### src/hdl/fcr_pkg.sv
// Shared types and constants for the framed command receiver and responder.
package fcr_pkg;

  // Frame limits
  localparam int unsigned MAX_FRAME_BYTES = 128;
  localparam int unsigned CNT_W           = 9;   // count one bit wider than storage
  localparam int unsigned QUEUE_DEPTH     = 4;
  localparam int unsigned QPTR_W          = $clog2(QUEUE_DEPTH);

  // Framing bytes
  localparam logic [7:0] SOF_BYTE   = 8'h0C;
  localparam logic [7:0] EOF_BYTE   = 8'h0D;
  localparam logic [7:0] HDR1_BYTE  = 8'h1A;
  localparam logic [7:0] HDR2_BYTE  = 8'h1B;
  localparam logic [7:0] BASE_LEN   = 8'h08;

  // Command codes received
  localparam logic [7:0] CMD_PING   = 8'h01;
  localparam logic [7:0] CMD_QUERY  = 8'hBB;
  localparam logic [7:0] CMD_SIL_A  = 8'h03;
  localparam logic [7:0] CMD_SIL_B  = 8'h05;
  localparam logic [7:0] CMD_SIL_C  = 8'h09;
  localparam logic [7:0] CMD_SIL_D  = 8'hB0;

  // Reply codes
  localparam logic [7:0] RSP_PING   = 8'h02;
  localparam logic [7:0] RSP_QUERY  = 8'hBC;
  localparam logic [7:0] RSP_ERROR  = 8'hE0;
  localparam logic [7:0] RSP_OVF    = 8'hE2;

  // Error reply data codes
  localparam logic [7:0] ERR_CHKSUM = 8'h02;
  localparam logic [7:0] ERR_UNKCMD = 8'h03;
  localparam logic [7:0] OVF_D0     = 8'h10;
  localparam logic [7:0] OVF_D1     = 8'h11;
  localparam logic [7:0] OVF_D2     = 8'h12;

  // One queued reply: code plus up to three data bytes
  typedef struct packed {
    logic [7:0] cmd;
    logic [1:0] ndata;
    logic [7:0] d0;
    logic [7:0] d1;
    logic [7:0] d2;
  } reply_t;

  // Push side of the reply queue
  typedef struct packed {
    logic   push;
    reply_t rsp;
  } reply_push_t;

endpackage

### src/hdl/fcr_rx.sv
// Front end: frame parser that turns received bytes into reply descriptors.
module fcr_rx import fcr_pkg::*; (
  input  logic        clk,
  input  logic        rst_n,
  input  logic        in_valid,
  output logic        in_ready,
  input  logic [7:0]  in_rx_byte,
  input  logic        q_full,
  output reply_push_t q_wr
);

  logic [7:0]  count_r,  count_nxt;
  logic [15:0] length_r, length_nxt;
  logic [7:0]  sum_r,    sum_nxt;
  logic [7:0]  prev_r,   prev_nxt;
  logic [7:0]  prev2_r,  prev2_nxt;
  logic [7:0]  cmd_r,    cmd_nxt;

  logic             accept;
  logic [7:0]       b;
  logic [CNT_W-1:0] cnt_inc;
  logic [15:0]      len_upd;
  logic [7:0]       sum_upd;
  logic [7:0]       cmd_upd;
  logic [7:0]       want;
  logic             closes;
  logic             ovf;
  logic             chk_ok;

  assign in_ready = !q_full;
  assign accept   = in_valid && !q_full;
  assign b        = in_rx_byte;

  // Field capture and checksum for the byte at hand
  always_comb begin
    cnt_inc = {1'b0, count_r} + CNT_W'(1);
    len_upd = length_r;
    if (count_r == 8'd4) len_upd[15:8] = b;
    if (count_r == 8'd5) len_upd[7:0]  = b;
    cmd_upd = (count_r == 8'd3) ? b : cmd_r;
    sum_upd = (count_r >= 8'd3) ? (sum_r + prev2_r) : sum_r;
    want    = 8'd0 - sum_upd;
    chk_ok  = (want == prev_r);
    closes  = (b == EOF_BYTE) && (cnt_inc >= CNT_W'(6)) &&
              (len_upd == {{(16-CNT_W){1'b0}}, cnt_inc});
    ovf     = cnt_inc > CNT_W'(MAX_FRAME_BYTES);
  end

  // Next receive state
  always_comb begin
    count_nxt  = count_r;
    length_nxt = length_r;
    sum_nxt    = sum_r;
    prev_nxt   = prev_r;
    prev2_nxt  = prev2_r;
    cmd_nxt    = cmd_r;
    if (accept) begin
      if (count_r == 8'd0) begin
        if (b == SOF_BYTE) begin
          count_nxt  = 8'd1;
          length_nxt = '0;
          sum_nxt    = '0;
          prev_nxt   = b;
          prev2_nxt  = '0;
          cmd_nxt    = '0;
        end
      end else if (ovf || closes) begin
        count_nxt  = '0;
        length_nxt = '0;
        sum_nxt    = '0;
        prev_nxt   = '0;
        prev2_nxt  = '0;
        cmd_nxt    = '0;
      end else begin
        count_nxt  = cnt_inc[7:0];
        length_nxt = len_upd;
        sum_nxt    = sum_upd;
        prev_nxt   = b;
        prev2_nxt  = prev_r;
        cmd_nxt    = cmd_upd;
      end
    end
  end

  // Classify a finished frame into a reply
  always_comb begin
    q_wr.push      = 1'b0;
    q_wr.rsp.cmd   = RSP_ERROR;
    q_wr.rsp.ndata = 2'd0;
    q_wr.rsp.d0    = '0;
    q_wr.rsp.d1    = '0;
    q_wr.rsp.d2    = '0;
    if (accept && count_r != 8'd0) begin
      if (ovf) begin
        q_wr.push      = 1'b1;
        q_wr.rsp.cmd   = RSP_OVF;
        q_wr.rsp.ndata = 2'd3;
        q_wr.rsp.d0    = OVF_D0;
        q_wr.rsp.d1    = OVF_D1;
        q_wr.rsp.d2    = OVF_D2;
      end else if (closes) begin
        if (!chk_ok) begin
          q_wr.push      = 1'b1;
          q_wr.rsp.ndata = 2'd3;
          q_wr.rsp.d0    = ERR_CHKSUM;
          q_wr.rsp.d1    = want;
          q_wr.rsp.d2    = prev_r;
        end else begin
          unique case (cmd_upd) inside
            CMD_PING: begin
              q_wr.push    = 1'b1;
              q_wr.rsp.cmd = RSP_PING;
            end
            CMD_QUERY: begin
              q_wr.push    = 1'b1;
              q_wr.rsp.cmd = RSP_QUERY;
            end
            CMD_SIL_A, CMD_SIL_B, CMD_SIL_C, CMD_SIL_D: begin
              q_wr.push = 1'b0;
            end
            default: begin
              q_wr.push      = 1'b1;
              q_wr.rsp.ndata = 2'd1;
              q_wr.rsp.d0    = ERR_UNKCMD;
            end
          endcase
        end
      end
    end
  end

  // Receive state registers
  always_ff @(posedge clk) begin
    if (!rst_n) begin
      count_r  <= '0;
      length_r <= '0;
      sum_r    <= '0;
      prev_r   <= '0;
      prev2_r  <= '0;
      cmd_r    <= '0;
    end else begin
      count_r  <= count_nxt;
      length_r <= length_nxt;
      sum_r    <= sum_nxt;
      prev_r   <= prev_nxt;
      prev2_r  <= prev2_nxt;
      cmd_r    <= cmd_nxt;
    end
  end

endmodule

### src/hdl/fcr_queue.sv
// Short reply descriptor queue between the parser and the transmitter.
module fcr_queue import fcr_pkg::*; (
  input  logic        clk,
  input  logic        rst_n,
  input  reply_push_t q_wr,
  output logic        q_full,
  input  logic        q_pop,
  output logic        q_empty,
  output reply_t      q_head
);

  reply_t              mem_r [QUEUE_DEPTH];
  logic [QPTR_W-1:0]   wr_ptr_r, wr_ptr_nxt;
  logic [QPTR_W-1:0]   rd_ptr_r, rd_ptr_nxt;
  logic [QPTR_W:0]     fill_r,   fill_nxt;
  logic                do_push;
  logic                do_pop;

  assign q_full  = (fill_r == (QPTR_W+1)'(QUEUE_DEPTH));
  assign q_empty = (fill_r == '0);
  assign do_push = q_wr.push && !q_full;
  assign do_pop  = q_pop && !q_empty;
  assign q_head  = mem_r[rd_ptr_r];

  // Pointer and fill update
  always_comb begin
    wr_ptr_nxt = do_push ? wr_ptr_r + QPTR_W'(1) : wr_ptr_r;
    rd_ptr_nxt = do_pop  ? rd_ptr_r + QPTR_W'(1) : rd_ptr_r;
    fill_nxt   = fill_r;
    if (do_push && !do_pop) fill_nxt = fill_r + (QPTR_W+1)'(1);
    if (do_pop && !do_push) fill_nxt = fill_r - (QPTR_W+1)'(1);
  end

  always_ff @(posedge clk) begin
    if (!rst_n) begin
      wr_ptr_r <= '0;
      rd_ptr_r <= '0;
      fill_r   <= '0;
    end else begin
      wr_ptr_r <= wr_ptr_nxt;
      rd_ptr_r <= rd_ptr_nxt;
      fill_r   <= fill_nxt;
    end
  end

  // Entry storage
  always_ff @(posedge clk) begin
    if (do_push) mem_r[wr_ptr_r] <= q_wr.rsp;
  end

endmodule

### src/hdl/fcr_tx.sv
// Back end: serializes queued replies into framed bytes with a checksum.
module fcr_tx import fcr_pkg::*; (
  input  logic       clk,
  input  logic       rst_n,
  input  logic       q_empty,
  input  reply_t     q_head,
  output logic       q_pop,
  output logic       out_valid,
  input  logic       out_ready,
  output logic [7:0] out_tx_byte,
  output logic       out_last_byte
);

  reply_t     cur_r,   cur_nxt;
  logic       busy_r,  busy_nxt;
  logic [3:0] idx_r,   idx_nxt;
  logic [7:0] sum_r,   sum_nxt;
  logic       ovld_r,  ovld_nxt;
  logic [7:0] obyte_r, obyte_nxt;
  logic       olast_r, olast_nxt;

  logic       slot_free;
  logic       emit;
  logic [3:0] chk_pos;
  logic [3:0] eof_pos;
  logic [3:0] dsel;
  logic [7:0] byte_cur;
  logic       is_last;

  assign slot_free = !ovld_r || out_ready;
  assign emit      = busy_r && slot_free;
  assign chk_pos   = 4'd6 + {2'b00, cur_r.ndata};
  assign eof_pos   = 4'd7 + {2'b00, cur_r.ndata};
  assign dsel      = idx_r - 4'd6;
  assign is_last   = (idx_r == eof_pos);
  assign q_pop     = !q_empty && (!busy_r || (emit && is_last));

  // Byte at the current reply position
  always_comb begin
    if (idx_r == eof_pos) begin
      byte_cur = EOF_BYTE;
    end else if (idx_r == chk_pos) begin
      byte_cur = 8'd0 - sum_r;
    end else begin
      case (idx_r)
        4'd0:    byte_cur = SOF_BYTE;
        4'd1:    byte_cur = HDR1_BYTE;
        4'd2:    byte_cur = HDR2_BYTE;
        4'd3:    byte_cur = cur_r.cmd;
        4'd4:    byte_cur = 8'd0;
        4'd5:    byte_cur = BASE_LEN + {6'd0, cur_r.ndata};
        default: begin
          case (dsel[1:0])
            2'd0:    byte_cur = cur_r.d0;
            2'd1:    byte_cur = cur_r.d1;
            default: byte_cur = cur_r.d2;
          endcase
        end
      endcase
    end
  end

  // Sequencer and output register
  always_comb begin
    cur_nxt   = cur_r;
    busy_nxt  = busy_r;
    idx_nxt   = idx_r;
    sum_nxt   = sum_r;
    ovld_nxt  = ovld_r && !out_ready;
    obyte_nxt = obyte_r;
    olast_nxt = olast_r;
    if (emit) begin
      ovld_nxt  = 1'b1;
      obyte_nxt = byte_cur;
      olast_nxt = is_last;
      idx_nxt   = idx_r + 4'd1;
      if (idx_r != 4'd0 && idx_r < chk_pos) sum_nxt = sum_r + byte_cur;
      if (is_last) busy_nxt = 1'b0;
    end
    if (q_pop) begin
      cur_nxt  = q_head;
      busy_nxt = 1'b1;
      idx_nxt  = '0;
      sum_nxt  = '0;
    end
  end

  always_ff @(posedge clk) begin
    if (!rst_n) begin
      busy_r <= 1'b0;
      ovld_r <= 1'b0;
      idx_r  <= '0;
      sum_r  <= '0;
    end else begin
      busy_r <= busy_nxt;
      ovld_r <= ovld_nxt;
      idx_r  <= idx_nxt;
      sum_r  <= sum_nxt;
    end
  end

  always_ff @(posedge clk) begin
    cur_r   <= cur_nxt;
    obyte_r <= obyte_nxt;
    olast_r <= olast_nxt;
  end

  assign out_valid     = ovld_r;
  assign out_tx_byte   = obyte_r;
  assign out_last_byte = olast_r;

endmodule

### src/hdl/framed_command_receiver_responder_unit.sv
// Framed command receiver and responder: parser, reply queue and transmitter.
//
// Input channel (in_valid/in_ready/in_rx_byte): one received byte per item.
// The parser takes an item every cycle while the four-entry reply queue has
// room; in_ready drops only when the queue is full.
// Output channel (out_valid/out_ready/out_tx_byte/out_last_byte): one reply
// byte per item, out_last_byte high on the closing 0x0D of each reply.
// A reply's first byte passes the queue, the reply and output registers after
// the frame's closing (or overflowing) byte is accepted, given an idle
// transmitter. The transmitter sends one byte per cycle while out_ready is
// high; a reply is 8, 9 or 11 bytes and the next reply follows with no gap.
// Input rate is one byte per cycle, limited over a long run by reply draining.
// Reset (rst_n low at a clock edge) returns the parser to idle, waiting for
// a start byte, and empties the queue and the transmitter.
// When the receiver stalls (out_ready low) the held byte stays on the port;
// the queue absorbs up to four replies before in_ready is withdrawn.
module framed_command_receiver_responder_unit import fcr_pkg::*; (
  input  logic       clk,
  input  logic       rst_n,
  input  logic       in_valid,
  output logic       in_ready,
  input  logic [7:0] in_rx_byte,
  output logic       out_valid,
  input  logic       out_ready,
  output logic [7:0] out_tx_byte,
  output logic       out_last_byte
);

  reply_push_t q_wr;
  logic        q_full;
  logic        q_empty;
  logic        q_pop;
  reply_t      q_head;

  // Front end
  fcr_rx u_rx (
    .clk        (clk),
    .rst_n      (rst_n),
    .in_valid   (in_valid),
    .in_ready   (in_ready),
    .in_rx_byte (in_rx_byte),
    .q_full     (q_full),
    .q_wr       (q_wr)
  );

  // Reply queue
  fcr_queue u_queue (
    .clk     (clk),
    .rst_n   (rst_n),
    .q_wr    (q_wr),
    .q_full  (q_full),
    .q_pop   (q_pop),
    .q_empty (q_empty),
    .q_head  (q_head)
  );

  // Back end
  fcr_tx u_tx (
    .clk           (clk),
    .rst_n         (rst_n),
    .q_empty       (q_empty),
    .q_head        (q_head),
    .q_pop         (q_pop),
    .out_valid     (out_valid),
    .out_ready     (out_ready),
    .out_tx_byte   (out_tx_byte),
    .out_last_byte (out_last_byte)
  );

endmodule
### config.mk
export PLATFORM = sky130hd
export DESIGN_NAME = framed_command_receiver_responder_unit
export DESIGN_NICKNAME = d
export VERILOG_FILES = /design/src/hdl/fcr_pkg.sv /design/src/hdl/fcr_rx.sv /design/src/hdl/fcr_queue.sv /design/src/hdl/fcr_tx.sv /design/src/hdl/framed_command_receiver_responder_unit.sv
export SDC_FILE = /design/constraint.sdc
export NUM_CORES = 1
export LEC_CHECK = 0
export ABC_AREA = 1
export ABC_CLOCK_PERIOD_IN_PS = 4300
export BUFFER_PORTS_ARGS = -buffer_cell sky130_fd_sc_hd__buf_2
export CAP_MARGIN = 20
export CORE_ASPECT_RATIO = 0.6
export CORE_MARGIN = 8
export CORE_UTILIZATION = 55
export CTS_CLUSTER_SIZE = 24
export DETAILED_ROUTE_END_ITERATION = 10
export GPL_TIMING_DRIVEN = 0
export PLACE_DENSITY_LB_ADDON = 0.15
export RECOVER_POWER = 100
export SLEW_MARGIN = 40
export SYNTH_ARGS = -nofsm -noshare
export SYNTH_HDL_FRONTEND = slang
export SYNTH_SLANG_ARGS = --single-unit
### constraint.sdc
create_clock -name clk -period 4.3 [get_ports clk]
set_clock_uncertainty 0.1 [all_clocks]
set_input_delay 0.215 -clock clk [delete_from_list [all_inputs] [get_ports clk]]
set_output_delay 0.215 -clock clk [all_outputs]
set_load 0.02 [all_outputs]
Word-level counts from Yosys, hierarchy flattened. Memory sizes are Yosys's and may differ from the RTL's. A register that Yosys moved wholly into a read port is not among the register bits. Cells that the tools add are included.

Word-level logic and storage cells: 138. Register bits: 86. Memories kept: 1. RAM bits: 136.

Bitwise operators: 1. Order comparisons: 4. Add/subtract/negate cells: 14. Reduce and logical (&&, ||, !) cells: 38. Muxes and demuxes: 42. Equal/unequal tests: 23.

Memories: u_queue.mem_r (words 4, width 34, rd ports 1, clocked after memory_dff 1, write ports 1, RTL line fcr_queue.sv:12) `reply_t mem_r [QUEUE_DEPTH];`.

Operators by type and width (count): two-way mux 8 bit (20); two-way mux 35 bit (3); two-way mux 16 bit (4); one-hot mux 8 bit (6 select lines) (1); one-hot mux 8 bit (2 select lines) (2); == test 8 x 3 -> 1 bit, second input constant (3); == test 8 x 4 -> 1 bit, second input constant (3); adder 8 bit (2); == test 16 x 9 -> 1 bit (1); == test 8 x 2 -> 1 bit, second input constant (2); == test 8 bit, second input constant (2); subtractor 1 x 8 -> 8 bit, first input constant (2); logical AND 1 bit (13); two-way mux 10 bit (1); adder 8 x 1 -> 9 bit, second input constant (1); greater-or-equal comparator 9 x 3 -> 1 bit, second input constant (1); greater-than comparator 9 x 8 -> 1 bit, second input constant (1); two-way mux 9 bit (1); adder 3 x 2 -> 4 bit, first input constant (2); == test 4 x 2 -> 1 bit, second input constant (2); == test 4 x 3 -> 1 bit, second input constant (2); == test 4 bit (2); == test 8 x 1 -> 1 bit, second input constant (1); == test 8 bit (1); other kinds (28) (49).

Longest topological paths before layout. Gate-level depths: netlist of the first run.

Depth in word-level cells: 13. Depth in mapped cells: 29. Depth with buffers taken out: 29.

Modules after synthesis. From an unflattened synthesis of the first run, not the netlist that was laid out.

Cells, all modules: 1404. Area total of the unflattened synthesis: 12817.3 um^2.

Modules (own cells, without submodules): fcr_queue (area an instance 5524.0 um^2, seq. area each 4264.1 um^2, cells each 399, instances 1); fcr_rx (area an instance 4280.4 um^2, seq. area each 1121.1 um^2, cells each 705, instances 1); fcr_tx (area an instance 3012.9 um^2, seq. area each 1571.5 um^2, cells each 300, instances 1).

Worst setup path after synthesis of the first run. Ideal clock, no wire load.

Path kind: reg2reg. From: register u_rx.prev2_r[0]. To: register u_queue.fill_r[2]. Setup time: 0.122 ns. Period minus slack after synthesis: 3.598 ns. Slack: 0.702 ns. Cell stages (with the launch flop): 25. Arrival: 3.376 ns. Path through: dfxtp_1 > ha_1 > fa_1 > inv_1 > nand2_1 > nand2_2 > ha_1 > xnor2_1 > nand3_1 > nor2_1 > nand2_1 > nor2_1 > nand2_1 > nor2_2 > nand3_4 > nand2_4 > nand3_4 > inv_1 > ha_1 > inv_1 > fa_1 > a21oi_1 > o21ai_0 > o21ai_0 > a21oi_1.

Longest elaborated chain between the ends: 12. Elaborated cells on any way between the ends: 14. Those cells by class: add/sub: 2; eq/ne: 1; mux: 6; reduce/logical: 5.

RTL lines: from (decl) (RTL line fcr_rx.sv:16) `logic [7:0] prev2_r, prev2_nxt;`; from (signal assigned) (RTL line fcr_rx.sv:146) `prev2_r <= prev2_nxt;`; adder 8 bit (*) (RTL line fcr_rx.sv:41) `sum_upd = (count_r >= 8'd3) ? (sum_r + prev2_r) : sum_r;`; two-way mux 8 bit (*) (RTL line fcr_rx.sv:41); subtractor 1 x 8 -> 8 bit (*) (RTL line fcr_rx.sv:42) `want = 8'd0 - sum_upd;`; == test 8 bit (*) (RTL line fcr_rx.sv:43) `chk_ok = (want == prev_r);`; two-way mux 1 bit (*) (RTL line fcr_rx.sv:102) `if (!chk_ok) begin`; two-way mux 35 bit (*) (RTL line fcr_rx.sv:101) `end else if (closes) begin`; two-way mux 35 bit (*) (RTL line fcr_rx.sv:94) `if (ovf) begin`; two-way mux 35 bit (*) (RTL line fcr_rx.sv:93) `if (accept && count_r != 8'd0) begin`; logical AND 1 bit (*) (RTL line fcr_queue.sv:21) `assign do_push = q_wr.push && !q_full;`; logical NOT 1 bit (RTL line fcr_queue.sv:31) `if (do_pop && !do_push) fill_nxt = fill_r - (QPTR_W+1)'(1);`; logical AND 1 bit (RTL line fcr_queue.sv:31); two-way mux 3 bit or nonzero test 2 bit (tied branches); to (signal assigned) (RTL line fcr_queue.sv:42) `fill_r <= fill_nxt;`; to (decl) (RTL line fcr_queue.sv:15) `logic [QPTR_W:0] fill_r, fill_nxt;`.

Mark *: on every way between the ends. The rest lies on a longest branch, timed or not. A chain may end at the register's enable or synchronous reset.

Worst setup path in the final report of the first run. Same ends and word-level chain as after synthesis.

==> qor.txt, run 1 <==
Status - finished, final reports clean
Largest family of logic cells by synthesized area - simple AND/OR/NAND/NOR gates
End of the critical path - u_queue.fill_r[2]$_SDFFE_PN0P_
Register area - 5568 um^2
Final GP Congestion - 0.8954
Fill cells - 1610
CP endpoint kind - flip-flop
Worst slew margin - 47.48%
Tmin final - 4001 ps
CP Cell Sequence - ha_1 -> fa_1 -> inv_1 -> nand2_1 -> nand2_2 -> ha_1 -> xnor2_1 -> nand3_1 -> nor2_2 -> nand2_1 -> nor2_1 -> nand2_1 -> nor2_2 -> nand3_4 -> nand2_8 -> nand3_4 -> inv_1 -> ha_1 -> inv_1 -> fa_1 -> a21oi_1 -> o21ai_0 -> o21ai_1 -> a21oi_1
Initial antenna violation count - 0
H-tree levels - 1
Max reg flops - 100
Clock-pin transition on the worst setup and hold timing paths - 70 ps
Layout cells sized above 1 - 10.13%
Mean Syn Cell Area - 8.727 um^2
Gate Count Post-Synth - 1213
Clock buffer depth - 3
Die width - 195.1 um
Site Rows - 39
CP max FO - 7
Synth area leaders - edfxtp_1, dfxtp_1, nand2_1
Post-Synth XOR/XNOR Area - 0.9928%
Final design utilization - 62.77%
WL final - 27050 um
Ys async rst share - 0%
Die footprint - 24090 um^2
Power share of the sequential group - 43.5%
Area of the multi-input gates - 4359 um^2
Fmax - 249.9 MHz
PortBufs - 21
Nets@finish - 1318
Worst hold margin - 43.94 ps
Leak - 4.568 nW
EDFF count, synth - 134
Net Count, Synth - 1262
Yosys reg bits - 211
Global-route wire length before repair - 42190 um
WS Path Type - reg2reg
Top flop regs - u_queue.mem_r: 100 flops, u_tx.cur_r: 25 flops, u_rx.length_r: 16 flops
Wirelength per Cell - 17.68 um
WP data required - 4590 ps
Comb power frac - 23.4%
Clk Latency, worst-skew pair - 500 ps
CP Launch Type - flip-flop
Worst Max-Slew Pin Slew - 781.4 ps
Syn Std Cell Area - 10590 um^2
Worst Setup SP - u_rx.prev2_r[0]$_SDFFE_PN0P_
Main flop type after synthesis - edfxtp_1
Die H - 123.5 um
Core Footprint - 18930 um^2
Post-synthesis compound-gate area fraction - 12.39%
Top reg by flops - u_queue.mem_r
Final std cells w/o fill - 1530
Reg-to-reg startpoint - u_rx.prev2_r[0]$_SDFFE_PN0P_
Clock power frac - 33.1%
Largest net degree at the start of global routing - 28
Synth warn - 0
MaxCap Viol Count - 0
Clock root cell - clkbuf_16
Max incr delay on CP - 480 ps
Post-detail-place hpwl - 19200 um
IO Pins - 23
Critical Path AT - 4290 ps
Vias/cell - 5.629
CTS Buf Count - 21
Post-layout power - 5.807 mW
Post-Synth Adder-Cell Area - 4.586%
Period utilisation layout - 93.05%
Setup slack, reg-to-reg - 300 ps
Initial Util - 55.91%
DRC violations left - 0
TritonCTS Sinks - 211
Placed cell count - 1480
Post-synthesis mux area share - 0%
DRT iter0 DRCs - 1022
RR Endpoint - u_queue.fill_r[2]$_SDFFE_PN0P_
Distinct cells, synth - 52
Layout area overhead - 12.27%
Slowest CP cell - fa_1
Setup TNS - 0 ps
CTS tree - yes
Worst VDD drop - 0.3864 mV
All-layer global routing usage - 22.14%
Pwr dens - 488.6 nW/um^2
Via Count - 8612
Seq/Total Area, Yosys - 52.57%
Remaining Overflow, GRT - 0
Hold/Removal Path Class - in2reg
Routed Antenna Nets - 0
Sw power - 1.841 mW
Slew Viols, Final - 0
# setup viols final - 0
Post-synthesis simple-gate area fraction - 22.56%
Synth top area share - 38.01%
Sw frac - 31.70%
Final-report hold violation count - 0
Yosys top cell by area - edfxtp_1
Pre-antenna DRT Iters - 5
Vias in the first global route - 7682
Worst-case reg-to-reg path depth - 24
Internal power - 3.966 mW
[worst min-delay path by stage]
stage                                               from                             end  depth (start not counted)
after floorplan                            in_rx_byte[0]     u_rx.prev_r[0]$_SDFFE_PN0P_                          2
after global placement     u_rx.length_r[5]$_SDFFE_PN0P_   u_rx.length_r[5]$_SDFFE_PN0P_                          2
after detailed placement  u_rx.length_r[13]$_SDFFE_PN0P_  u_rx.length_r[13]$_SDFFE_PN0P_                          2
after CTS                                  in_rx_byte[7]     u_rx.prev_r[7]$_SDFFE_PN0P_                          3
after global routing                       in_rx_byte[7]     u_rx.prev_r[7]$_SDFFE_PN0P_                          3
final                                      in_rx_byte[7]     u_rx.prev_r[7]$_SDFFE_PN0P_                          3
[repair_timing]
item / CTS / global route
endpoints found under the setup margin: 0 / 107
resized for setup: 0 / 13
endpoints found under the hold margin: 8 / 0
hold buffers: 8 / 0
setup buffers: 0 / 4
[synth_stat cells, types with 4 or more instances]
master / instances
nor2_1: 114
nand2_1: 287
buf_2: 5
o21ai_2: 7
inv_2: 12
o21ai_0: 88
ha_1: 34
inv_1: 126
dfxtp_1: 77
clkbuf_1: 29
xor2_1: 7
nor3_1: 11
o21ai_1: 6
nand4_1: 17
buf_6: 5
a21oi_1: 94
nor2_2: 9
a22oi_1: 4
nand3_1: 57
xnor2_1: 5
nor2_4: 4
o22ai_1: 25
nand2_2: 6
edfxtp_1: 134
[power groups by stage]
| stage | sequential [mW] | clock, mW | combinational [mW] |
|---|---|---|---|
| floorplan | 2.57 | 0 | 0.850 |
| global placement | 2.57 | 0 | 1.30 |
| detailed placement | 2.57 | 0 | 1.32 |
| CTS | 2.53 | 1.95 | 1.34 |
| global route | 2.55 | 2.02 | 1.50 |
| finish | 2.53 | 1.92 | 1.36 |
[metrics by stage]
stage / cell area [um^2] / setup WS [ps]
after floorplan: 10590 / 701.7
after global placement: 11000 / -178.8
after detailed placement: 11010 / 52.77
after CTS: 11800 / 30.74
after global routing: 11880 / -16.28
final: 11890 / 299.0
[layout make-up]
type	count	share of cell area, %
Buffer	41	1.758
Clock inverter	13	1.505
Timing Repair Buffer	33	1.695
Clock buffer	24	4.516
Tap cell	246	2.590
Multi-Input combinational cell	822	36.68
Sequential cell	211	46.85
Inverter	139	4.390
Antenna cell	1	0.02105
[cell usage in the layout, fill, tap and decap left out, types with 8 or more instances in the layout]
cell	count
dfxtp_1	75
a21oi_1	93
nor2_2	9
clkbuf_1	44
inv_1	121
dlygate4sd3_1	8
o21ai_0	87
nand2_1	286
nand3_1	57
o22ai_1	25
nor3_1	9
clkbuf_16	21
nor2_1	113
inv_2	18
buf_2	15
nand4_1	17
edfxtp_1	134
ha_1	33
[critical path, delay by kind of cell, from the launching register on]
| kind | cells | cell delay, ps |
|---|---|---|
| compound gates | 4 | 440 |
| buf+inv | 3 | 180 |
| fa+ha+maj | 5 | 1530 |
| xor+xnor | 1 | 160 |
| simple gates | 11 | 1150 |
| flops | 1 | 320 |
[layer usage]
layer  up-vias  global-route usage (%)  part of all wire (%)
li1       4192                       -                     -
met1      4047                   35.12                    50
met2       338                   30.74                    39
met3        35                   4.186                   9.1
met4         0                   4.243                   1.5
met5         -                       0                     0
[cells by family after synthesis]
group           count (synthesis)
buf+inv                       180
flops                         211
fa+ha+maj                      37
simple gates                  533
xor+xnor                       12
compound gates                240
No activity file was read; power rests on OpenSTA's default activity.
==> run 2, diff against run 1 <==
ABC_AREA = unset   (was 1)
==> run 2 against run 1 <==
Against the previous run:
- the run now ends with setup timing left
- worst hold slack worse by 4.3 ps
- via count is 18% lower
- utilization is 2.8 points higher
- sequential power is 16% lower
- power is 30% lower
- critical path type unchanged
==> qor.txt, run 2 <==
Status - finished, violations left
Failing checks - setup timing
Wirelength per Cell - 21.32 um (+21%)
Max reg flops - 100 (unchanged)
Layout cells sized above 1 - 19.04% (+8.9 points)
Top flop regs - u_queue.mem_r: 100 flops, u_tx.cur_r: 25 flops, u_rx.length_r: 16 flops
Largest family of logic cells by synthesized area - simple AND/OR/NAND/NOR gates
Post-synthesis compound-gate area fraction - 12.62% (+0.23 points)
CP endpoint kind - flip-flop
WL final - 24610 um (-9.0%)
Period utilisation layout - 102.3% (+9.3 points)
Worst VDD drop - 0.3436 mV (-11%)
Final GP Congestion - 0.9318 (+4.1%)
Synth top area share - 39.56% (+1.5 points)
CP Launch Type - flip-flop
Setup slack, reg-to-reg - -100 ps (-400 ps)
Critical Path AT - 4710 ps (+420 ps)
WP buf/inv - 2 (-1)
DRT iter0 DRCs - 801 (-22%)
Most used cell, CP - ha_4
Post-Synth Adder-Cell Area - 4.772% (+0.19 points)
IO Pins - 23 (unchanged)
Routed Antenna Nets - 0 (unchanged)
Die footprint - 23250 um^2 (-3.5%)
Clock buffer depth - 3 (unchanged)
Remaining Overflow, GRT - 0 (unchanged)
CTS Buf Count - 21 (unchanged)
Die H - 121.3 um (-1.7%)
All-layer global routing usage - 21.03% (-1.1 points)
RR Endpoint - u_queue.fill_r[2]$_SDFFE_PN0P_
Slowest CP cell - or4_4
Via Count - 7101 (-18%)
Leak - 4.524 nW (-0.96%)
Fmax - 227.2 MHz (-9.1%)
Net Count, Synth - 868 (-31%)
# setup viols final - 1 (+1)
Global-route wire length before repair - 38230 um (-9.4%)
Worst Max-Slew Pin Slew - 1036 ps (+254.4 ps)
PortBufs - 18 (-14%)
Die width - 191.6 um (-1.8%)
Post-detail-place hpwl - 17390 um (-9.4%)
Largest net degree at the start of global routing - 22 (-21%)
Layout area overhead - 16.73%
Post-synthesis simple-gate area fraction - 12.77% (-9.8 points)
Ys async rst share - 0% (unchanged)
Seq/Total Area, Yosys - 54.71% (+2.1 points)
Synth area leaders - edfxtp_1, dfxtp_1, mux4_2
Main flop type after synthesis - edfxtp_1
EDFF count, synth - 134 (unchanged)
Commonest non-fill, non-tap cell in the layout - edfxtp_1
Vias in the first global route - 6707 (-13%)
Initial Util - 56.15% (+0.24 points)
Final-report hold violation count - 0 (unchanged)
End of the critical path - u_queue.fill_r[2]$_SDFFE_PN0P_
Syn Std Cell Area - 10170 um^2 (-3.9%)
Area of the multi-input gates - 4489 um^2 (+3.0%)
CP max FO - 4 (-3)
Worst slew margin - 30.95% (-17 points)
Reg-to-reg startpoint - u_rx.count_r[1]$_SDFFE_PN0P_
Worst-case reg-to-reg path depth - 16 (-33%)
Clk Latency, worst-skew pair - 490 ps (about the same)
Top reg by flops - u_queue.mem_r
Post-layout power - 4.043 mW (-30%)
Synth warn - 0 (unchanged)
TritonCTS Sinks - 211 (unchanged)
Site Rows - 38 (-2.6%)
Yosys reg bits - 211 (unchanged)
Antenna Cells - 0 (-1)
Post-Place Cell Area - 10740 um^2 (-2.4%)
WP data required - 4610 ps (+20 ps)
Leading cell types in the layout, fill and taps excluded - edfxtp_1, dfxtp_1, nor2_1
RSZ-0062 raised after global routing - yes
Pwr dens - 340.5 nW/um^2 (-30%)
Crit path max-delay family - simple AND/OR/NAND/NOR gates
Yosys top cell by area - edfxtp_1
MaxCap Viol Count - 0 (unchanged)
DRC violations left - 0 (unchanged)
Pre-antenna DRT Iters - 5 (unchanged)
Final design utilization - 65.55% (+2.8 points)
Design area - 11870 um^2 (about the same)
Tmin final - 4401 ps (+399.8 ps)
Slew Viols, Final - 0 (unchanged)
Synth cell count leaders - edfxtp_1, dfxtp_1, nor2_1
H-tree levels - 1 (unchanged)
Initial antenna violation count - 0 (unchanged)
Clock root cell - clkbuf_16
HP Start - in_rx_byte[5]
Hold/Removal Path Class - in2reg
Core Footprint - 18110 um^2 (-4.3%)
Distinct cells, synth - 78 (+50%)
Clock-pin transition on the worst setup and hold timing paths - 60 ps (about the same)
Cell count along the critical path - 16 (-33%)
Post-Synth XOR/XNOR Area - 5.166% (+4.2 points)
Worst Setup SP - u_rx.count_r[1]$_SDFFE_PN0P_
WS Path Type - reg2reg
Worst setup margin - -100.8 ps (-399.8 ps)
Fill cells - 1364 (-15%)
Count leader, synth - edfxtp_1
Mean Syn Cell Area - 12.42 um^2 (+42%)
Vias/cell - 6.153 (+9.3%)
Register area - 5579 um^2 (+0.20%)
Post-synthesis mux area share - 7.343% (+7.3 points)
Gate Count Post-Synth - 819 (-32%)
Nets@finish - 950 (-28%)
Max incr delay on CP - 600 ps (+120 ps)
CP Cell Sequence - ha_4 -> buf_6 -> or4_4 -> nor3_4 -> a21oi_2 -> xnor3_1 -> or3_4 -> nor4_4 -> a41oi_2 -> nor2_4 -> ha_4 -> inv_2 -> fa_2 -> xor2_1 -> or3_1 -> a21oi_1
CTS tree - yes
## run 2: report_power, final
group	internal (mW)	total, mW	switching (mW)
clock network	1.14	1.87	0.729
registers	2.13	2.13	0.000385
logic	0.0119	0.0498	0.0379
## run 2: timing repair
action,CTS,global route
setup buffers,9,27
endpoints found under the hold margin,4,0
gates resized for setup,24,19
hold buffers,3,0
gates cloned,0,0
pin swaps,8,13
endpoints found under the setup margin,184,56
## run 2: worst min path at each step
stage	to	cells after the start	slack, ps
after detailed placement	u_rx.length_r[15]$_SDFFE_PN0P_	1	360
final	u_rx.cmd_r[5]$_SDFFE_PN0P_	2	40
after floorplan	u_rx.prev_r[4]$_SDFFE_PN0P_	2	220
after global routing	u_rx.prev_r[6]$_SDFFE_PN0P_	2	20
after global placement	u_rx.length_r[8]$_SDFFE_PN0P_	1	360
after CTS	u_rx.cmd_r[5]$_SDFFE_PN0P_	2	2
## run 2: cell type report
type / instances / share of cell area [%]
clock buffers: 26 / 4.584
clock inverters: 10 / 1.286
well taps: 240 / 2.529
flip-flops and latches: 211 / 46.99
inverters: 25 / 0.7903
multi-input cells: 543 / 37.81
plain buffers: 37 / 1.444
repair buffers: 62 / 4.573
## run 2: through the flow
step | hold slack (ps) | instances | setup slack (ps) | setup TNS (ps)
2_1_floorplan | 223.6 | 819 | -136.4 | -13750
3_3_place_gp | 356.5 | 1077 | -1664 | -168090
3_5_place_dp | 361.8 | 1082 | -1128 | -41900
4_1_cts | 2.013 | 1129 | -118.9 | -118.9
5_1_grt | 21.38 | 1154 | -214.1 | -458.2
6_report | 39.64 | 1154 | -100.8 | -100.8
## run 2: cell families (layout without fill, tap and decap cells)
| logic type | count (synthesis) | in the layout |
|---|---|---|
| and+or+nand+nor | 233 | 233 |
| DFF | 211 | 211 |
| AOI/OAI and AO/OA | 179 | 179 |
| buffers and inverters | 65 | 160 |
| xor gates and xnor gates | 52 | 52 |
| muxes | 42 | 42 |
| adders and majority gates | 37 | 37 |
## run 2: per-layer routing
metal	share of wire (%)	routed length [um]	vias up	track usage [%]
li1	-	-	3264	-
met1	49	11940	3492	33.30
met2	40	9897	310	28.73
met3	9.9	2448	35	5.023
met4	1.3	319	0	3.544
met5	0	0	-	0
